===== config.mk =====
export PLATFORM = sky130hd
export DESIGN_NAME = pcs_ram
export DESIGN_NICKNAME = d
export VERILOG_FILES = /design/src/rtl/pcs_ram.sv
export SDC_FILE = /design/constraint.sdc
export NUM_CORES = 1
export LEC_CHECK = 0
export BUFFER_PORTS_ARGS = -buffer_cell sky130_fd_sc_hd__buf_2
export CAP_MARGIN = 20
export CORE_UTILIZATION = 35
export CTS_BUF_LIST = sky130_fd_sc_hd__clkbuf_16
export DETAILED_ROUTE_END_ITERATION = 6
export GPL_ROUTABILITY_DRIVEN = 0
export PLACE_DENSITY_LB_ADDON = 0.12
export SYNTH_ARGS = -nofsm -noshare
export SYNTH_HDL_FRONTEND = slang
export SYNTH_SLANG_ARGS = --single-unit

===== constraint.sdc =====
create_clock -name clk -period 4.1 [get_ports clk]
set_input_delay 0.41 -clock clk [delete_from_list [all_inputs] [get_ports clk]]
set_output_delay 0.41 -clock clk [all_outputs]
set_load 0.03 [all_outputs]

===== src/rtl/pcs_ram.sv =====
module pcs_ram #(
  parameter int WIDTH = 32,
  parameter int DEPTH = 16,
  parameter int AW    = (DEPTH > 1) ? $clog2(DEPTH) : 1
) (
  input  logic             clk,
  input  logic             we,
  input  logic [AW-1:0]    waddr,
  input  logic [WIDTH-1:0] wdata,
  input  logic             re,
  input  logic [AW-1:0]    raddr,
  output logic [WIDTH-1:0] rdata
);

  logic [WIDTH-1:0] mem [DEPTH];
  logic [WIDTH-1:0] rdata_r;

  always_ff @(posedge clk) begin
    if (we) begin
      mem[waddr] <= wdata;
    end
    if (re) begin
      rdata_r <= mem[raddr];
    end
  end

  assign rdata = rdata_r;

endmodule


==> flow_summary.toml, run 1 <==
[cts]
clock_sinks = 544
path_clk_slew_ns = 0.06
cts_max_level = 2
root_buffer = "clkbuf_16"
cts_buffer_depth = 3
cts_setup_buffers = 0
cts_tree = "done"
numCtsBuffers = 57
cts_resized = 0
clock_latency_ns = 0.60
cts_hold_buf = 0

[logic_synthesis]
synth_seq_area_share_pct = 81.0
ys_types = 17
synth_top_area_cell = "edfxtp_1"
synth.avg_cell_area_um2 = 24.1
synth_area_um2 = 20200
synth_seq_cells = 544
synth.area.top_cells = "edfxtp_1 (81%), mux4_2 (14%), a22oi_1 (2.4%)"
yosys_warnings = 0
synth_top_area_share_pct = 81.0
syn_inst = 838
synth.net_count = 881

[power]
leakage_uw = 0.00747
switching_share_pct = 21.4
p_per_area_nw_per_um2 = 497
switchingPower_uw = 2510
clkPwrFrac_pct = 40.8
internal_power_uw = 9180
ir_drop_mv = 0.289
combPwrFrac_pct = 5.2
power_frac_seq_pct = 53.9

[route]
dr_wl_met2_um = 21800
ant_nets = 0
post_drt_wl_per_cell_um = 26.4
drc = 0
wirelength_um = 46700
drt-pass1-iter-count = 5
routed.top_layer = "met4"
wl_met1_um = 21900
drt_iter0_markers = 745
vias_per_cell = 5.12
vias = 9044
dr_wl_met3_um = 2150

[sta]
fin_worst_skew_ns = 0.00683
rsz0062_at_grt = "false"
period_needed_ns = 1.90
fin_ws_ns = 2.20
slew_headroom_pct = 35.4
final.setup.tns_ns = 0
finalHoldViolCount = 0
fmax_mhz = 525
setup_viol = 0
post-route-period-util_pct = 46.4
worstMarginPinSlew_ns = 0.967
drv_slew = 0

[global_route]
grt_use_total_pct = 16.2
grt_pass1_wl_um = 68400
antenna_found_initial = 3
overflow = 0
grt_max_degree = 68
grt_pass1_vias = 9654

[worst_setup_path]
cp-start-kind = "input port"
rrSetupSlack_ns = 2.51
cp.arrival_ns = 2.17
crit_type = "in2reg"
crit_buf_inv = 2
crit_family = "simple AND/OR/NAND/NOR gates"
path_cells = "buf_2 -> nand3b_1 -> nor2_4 -> buf_4"
cp-end-kind = "flop"
worstPathMaxFanout = 17
cpPeakStageDelay_ns = 0.69
cp_slowest_cell = "nor2_4"
crit_required_ns = 4.36

[floorplanning]
dieHeight_um = 242
die_w_um = 242
ios = 75
coreArea_um2 = 56700
die_area_um2 = 58600
start_util_pct = 35.6
rows = 87

[final_layout]
utilization_pct = 41.5
synthToLayoutAreaGrowth_pct = 16.6
final_nets = 1010
final_common_cell = "edfxtp_1"
drive_above_1_share_pct = 33.0
final_cell_mix = "edfxtp_1 (544), mux4_2 (128), buf_2 (72)"

[worst_hold_path]
min_path_type = "in2reg"

[placed_design]
numPortBuffers = 74
hpwl_um = 26400
place_ws_ns = 1.48

[flow_run]
drv_cap = 0

[status]
status = "complete, no violations"
registers in the layout, summed over array words and instances (netlist names):
register and cells:
mem 512, rdata 32
worst paths after layout:
check              startpoint          end  depth (start not counted)
setup / recovery     waddr[3]   mem[5][10]                          4
hold / removal      wdata[10]  mem[15][10]                          1
setup reg to reg    mem[3][9]     rdata[9]                          3
hold reg to reg   mem[15][18]    rdata[18]                          3
cell type report:
type                    instances  area, um2
fillers                      4945      33200
flip-flops and latches        544      16300
diodes                          2       5.00
well taps                     756        946
repair buffers                113        791
clock inverters                45        273
multi-input cells             251       3750
clock buffers                  57       1430
per-layer routing:
layer  up-vias  GRT usage, %
li1       3873             -
met1      4916          23.8
met2       194          25.1
met3        61          2.65
met4         0          4.37
met5         -             0
power by group through the flow:
stage / logic [uW] / clock network, uW / registers, uW
floorplan: 299 / 0 / 6470
global placement: 619 / 0 / 6420
detailed placement: 628 / 0 / 6420
CTS: 627 / 4890 / 6300
global route: 660 / 5070 / 6310
finish: 609 / 4770 / 6300
synth_stat cells (all sizes together):
library cell,number
edfxtp,544
mux4,128
a22oi,64
nand2,33
buf,26
clkbuf,17
nor2,13
nor3,4
nand2b,2
nand3b,2
nor2b,2
and2,1
nand3,1
or3b,1
cell families (layout without fill, tap and decap cells):
kind of cell | count (synthesis) | in the layout | synth area share [%]
flip-flops | 544 | 544 | 81.0
AO/OA/AOI/OAI | 64 | 64 | 2.38
multiplexers | 128 | 128 | 14.3
other | 0 | 2 | 0
AND/OR/NAND/NOR | 59 | 59 | 1.25
buffers and inverters | 43 | 215 | 1.10
metrics by stage:
step | hold WS, ns | instances | area (um2) | power (uW)
after floorplan | 0.509 | 838 | 20200 | 6760
after global placement | 0.732 | 1661 | 21800 | 7040
after detailed placement | 0.734 | 1664 | 21800 | 7050
after CTS | 0.156 | 1766 | 23500 | 11800
after global routing | 0.179 | 1766 | 23500 | 12000
final | 0.189 | 1768 | 23500 | 11700
Note: power is estimated with default switching activity, not from simulation.
==> run 2, diff against run 1 <==
==> constraint.sdc (replaced) <==
create_clock -name clk -period 1.7 [get_ports clk]
set_input_delay 0.17 -clock clk [delete_from_list [all_inputs] [get_ports clk]]
set_output_delay 0.17 -clock clk [all_outputs]
set_load 0.03 [all_outputs]
==> run 2 against run 1 <==
Effect of this change:
- critical endpoint is now rdata[30]
- highest routed layer is now met5
- sequential cell count stayed put
- combinational power grew to 2.8 times the previous value
- die area stayed put
- sequential power is 140% higher
- via count is 4.6% higher
- cell count is 4.8% higher
- first-iteration DRC count is 14% lower
- clock-buffer cell count is 1 higher
- largest power group unchanged
- non-clock buffer count is 90 higher
==> flow_summary.toml, run 2 (synthesis gave the netlist of run 1 again) <==
[status]
status = "complete, no violations"

[route]
drt_iter0_markers = 638
ant_nets = 0
vias_per_cell = 5.11
vias = 9463
wirelength_um = 49700
drt-pass1-iter-count = 6
drc = 0
post_drt_wl_per_cell_um = 26.8

[worst_setup_path]
crit_required_ns = 2.02
worstPathMaxFanout = 1
cp-end-kind = "flop"
cp.arrival_ns = 1.87
cp-start-kind = "flop"
crit_type = "reg2reg"
path_cells = "mux4_2 -> a22oi_1 -> nand2_1"
crit_family = "multiplexers"
cpPeakStageDelay_ns = 0.45
cp_slowest_cell = "mux4_2"
crit_buf_inv = 0

[floorplanning]
dieHeight_um = 242
rows = 87
start_util_pct = 35.6
coreArea_um2 = 56700
die_area_um2 = 58600
ios = 75
die_w_um = 242

[power]
switching_share_pct = 21.5
combPwrFrac_pct = 6.0
clkPwrFrac_pct = 40.9
ir_drop_mv = 0.772
internal_power_uw = 22500
leakage_uw = 0.00807
power_frac_seq_pct = 53.1
switchingPower_uw = 6160
p_per_area_nw_per_um2 = 1150

[final_layout]
fillers = 4825
synthToLayoutAreaGrowth_pct = 23.2
num_antenna_cells = 0
final_cell_mix = "edfxtp_1 (544), mux4_2 (128), buf_2 (72)"
final_nets = 1100
fin_area_um2 = 24800
drive_above_1_share_pct = 35.9
stdcell_count = 1853
final_common_cell = "edfxtp_1"
utilization_pct = 43.8
largest_reg_flops = 512
top_register = "mem"

[sta]
fmax_mhz = 643
worstMarginPinSlew_ns = 0.996
setup_viol = 0
period_needed_ns = 1.56
slew_headroom_pct = 33.4
hold_slack_ns = 0.184
drv_slew = 0
rsz0062_at_grt = "false"
fin_worst_skew_ns = 0.0179
post-route-period-util_pct = 91.5
finalHoldViolCount = 0

[global_route]
antenna_found_initial = 2
grt_pass1_wl_um = 72500
grt_pass1_vias = 10100
grt_max_degree = 29
grt_use_total_pct = 17.2
overflow = 0

[placed_design]
hpwl_um = 28700
numPortBuffers = 74
placed_area_um2 = 22800
numPlacedInstances = 1721

[cts]
cts_buffer_depth = 3
cts_tree = "done"
clock_sinks = 544
clock_latency_ns = 0.61
path_clk_slew_ns = 0.07
cts_max_level = 2
cts_setup_buffers = 0
numCtsBuffers = 57
root_buffer = "clkbuf_16"

[worst_hold_path]
min_path_type = "in2reg"

[flow_run]
drv_cap = 0
==> run 2: cell types whose count changed in the layout (fill, tap and decap cells not counted), sizes merged <==
cell         previous run  this run
dlygate4sd3             0        33
inv                    10        11
clkinv                 29        24
buf                   112       170
diode                   2         0
==> run 2: metrics by stage <==
stage               setup slack [ns]  TNS, ns  total power, uW
detailed placement            -0.120    -1.58            17200
floorplan                     -0.498  -183.04            16300
CTS                            0.172        0            29000
finish                         0.145        0            28600
global route                   0.118        0            29600
global placement             -0.0963    -2.46            17200
==> run 2: metal layers <==
layer  global-route usage (%)  up-vias  part of all wire (%)
met5                        0        -                 0.044
li1                         -     4051                     -
met2                     27.4      204                    47
met3                     2.65       69                   4.1
met1                     24.7     5135                    47
met4                     4.49        4                   1.7
==> run 2: cell type report <==
type	count	area, um2	area share, %
Clock buffer	58	1450	5.84
Clock inverter	41	288	1.16
Multi-Input combinational cell	251	3780	15.2
Sequential cell	544	16300	65.7
Tap cell	756	946	3.81
Timing Repair Buffer	203	2050	8.25
==> run 2: power groups by stage <==
stage | clock network, uW | logic, uW | registers, uW
global route | 12500 | 1860 | 15200
detailed placement | 0 | 1710 | 15500
floorplan | 0 | 726 | 15600
global placement | 0 | 1700 | 15500
CTS | 12000 | 1770 | 15200
finish | 11700 | 1730 | 15200
==> run 2: worst reg2reg max path: cells and delay by family, from the launching register on <==
family | cells | cell delay (ns)
mux | 1 | 0.45
simple gates | 1 | 0.19
flops | 1 | 0.38
compound gates | 1 | 0.24
==> run 2: repair_timing <==
| item | CTS | global route |
|---|---|---|
| hold endpoints to repair | 518 | 0 |
| hold buffers | 33 | 0 |
| gates resized for setup | 0 | 0 |
==> run 2: path summary, 6_finish.rpt <==
| path | depth (start not counted) | startpoint | endpoint | slack [ns] |
|---|---|---|---|---|
| setup / recovery | 3 | mem[1][30] | rdata[30] | 0.14 |
| hold / removal | 3 | waddr[1] | mem[12][30] | 0.18 |
| hold reg to reg | 3 | mem[14][22] | rdata[22] | 0.74 |
| setup reg to reg | 3 | mem[1][30] | rdata[30] | 0.14 |
==> run 3, diff against run 2 <==
--- a/config.mk
+++ b/config.mk
@@ -7,6 +7,8 @@
 export LEC_CHECK = 0
 export BUFFER_PORTS_ARGS = -buffer_cell sky130_fd_sc_hd__buf_2
 export CAP_MARGIN = 20
+export CELL_PAD_IN_SITES_DETAIL_PLACEMENT = 0
+export CELL_PAD_IN_SITES_GLOBAL_PLACEMENT = 1
 export CORE_UTILIZATION = 35
 export CTS_BUF_LIST = sky130_fd_sc_hd__clkbuf_16
 export DETAILED_ROUTE_END_ITERATION = 6
==> run 3 against run 2 <==
Effect of this change:
- clock power decreased by 4%
- utilization decreased by 0.38 points
- maximum frequency about the same
- routed wire length decreased by 4.8%
- highest routed layer unchanged
==> flow_summary.toml, run 3 (synthesis gave the netlist of run 1 again) <==
[global_route]
grt_pass1_wl_um = 69400
grt_max_degree = 33
antenna_found_initial = 1
grt_use_total_pct = 16.5
grt_pass1_vias = 9980
overflow = 0

[cts]
clock_sinks = 544
cts_buffer_depth = 3
path_clk_slew_ns = 0.06
cts_tree = "done"
numCtsBuffers = 57
root_buffer = "clkbuf_16"
clock_latency_ns = 0.61
cts_max_level = 2

[worst_setup_path]
crit_buf_inv = 0
crit_type = "reg2reg"
crit_required_ns = 2.04
path_cells = "mux4_2 -> a22oi_1 -> nand2_1"
cp-end-kind = "flop"
worstPathMaxFanout = 1
cp-start-kind = "flop"
cp_slowest_cell = "mux4_2"
crit_family = "multiplexers"
cp.arrival_ns = 1.89
cpPeakStageDelay_ns = 0.48

[power]
switchingPower_uw = 6030
p_per_area_nw_per_um2 = 1140
leakage_uw = 0.00797
clkPwrFrac_pct = 39.8
combPwrFrac_pct = 6.0
switching_share_pct = 21.5
power_frac_seq_pct = 54.1
internal_power_uw = 22000
finalPower_uw = 28100
ir_drop_mv = 0.732

[sta]
drv_slew = 0
post-route-period-util_pct = 91.5
setup_viol = 0
finalHoldViolCount = 0
fin_worst_skew_ns = 0.0137
slew_headroom_pct = 27.6
rsz0062_at_grt = "false"
fmax_mhz = 643
worstMarginPinSlew_ns = 1.08
period_needed_ns = 1.56
hold_slack_ns = 0.0869
fin_ws_ns = 0.145

[route]
vias_per_cell = 5.05
ant_nets = 0
vias = 9287
wirelength_um = 47300
post_drt_wl_per_cell_um = 25.7
drc = 0
drt-pass1-iter-count = 5
drt_iter0_markers = 681

[flow_run]
drv_cap = 0

[final_layout]
utilization_pct = 43.4
fin_area_um2 = 24600
final_common_cell = "edfxtp_1"
drive_above_1_share_pct = 34.2
final_cell_mix = "edfxtp_1 (544), mux4_2 (128), buf_2 (72)"
synthToLayoutAreaGrowth_pct = 22.1
num_antenna_cells = 0
top_register = "mem"
final_nets = 1083
largest_reg_flops = 512

[placed_design]
place_ws_ns = -0.164
placed_area_um2 = 22700
hpwl_um = 25700
numPortBuffers = 74

[worst_hold_path]
min_path_type = "in2reg"

[floorplanning]
coreArea_um2 = 56700
die_w_um = 242
dieHeight_um = 242
die_area_um2 = 58600
rows = 87
start_util_pct = 35.6
ios = 75

[status]
status = "complete, no violations"
-- run 3: final cells by class --
type | instances | area [um2]
clock buffer | 59 | 1480
clock inverter | 43 | 179
multi-input combinational | 251 | 3780
timing repair buffer | 186 | 1920
tap | 756 | 946
sequential | 544 | 16300
fill | 4879 | 32100
-- run 3: per-stage QoR --
step | std cells | setup TNS (ns)
2_1_floorplan | 838 | -183.04
3_3_place_gp | 1705 | -2.48
3_5_place_dp | 1705 | -2.68
4_1_cts | 1839 | 0
5_1_grt | 1839 | 0
6_report | 1839 | 0
-- run 3: final timing paths --
kind / depth (start not counted) / to / startpoint / slack, ns
setup / recovery: 3 / rdata[1] / mem[3][1] / 0.14
hold reg to reg: 3 / rdata[6] / mem[12][6] / 0.74
setup reg to reg: 3 / rdata[1] / mem[3][1] / 0.14
hold / removal: 2 / rdata[2] / re / 0.09
-- run 3: routing by layer --
layer	up-vias	routed length, um	GRT usage, %
li1	4015	-	-
met1	5034	22400	23.8
met2	174	22300	26.1
met3	62	1800	2.87
met4	2	762	3.95
met5	-	13	0
-- run 3: repair_timing --
| action | in CTS | in global routing |
|---|---|---|
| hold buffers | 32 | 0 |
| hold endpoints to repair | 512 | 0 |
| gates resized for setup | 0 | 0 |
| buffers inserted | 0 | 0 |
-- run 3: worst register-to-register path, delay by kind of cell, from the launching register on --
| kind | cells | cell delay [ns] |
|---|---|---|
| mux | 1 | 0.48 |
| flops | 1 | 0.36 |
| compound gates | 1 | 0.32 |
| simple gates | 1 | 0.12 |
-- run 3: power by group through the flow --
stage | clock network (uW) | registers (uW) | logic, uW
global placement | 0 | 15500 | 1670
global route | 12000 | 15200 | 1830
CTS | 11500 | 15200 | 1740
floorplan | 0 | 15600 | 726
detailed placement | 0 | 15500 | 1680
finish | 11200 | 15200 | 1700
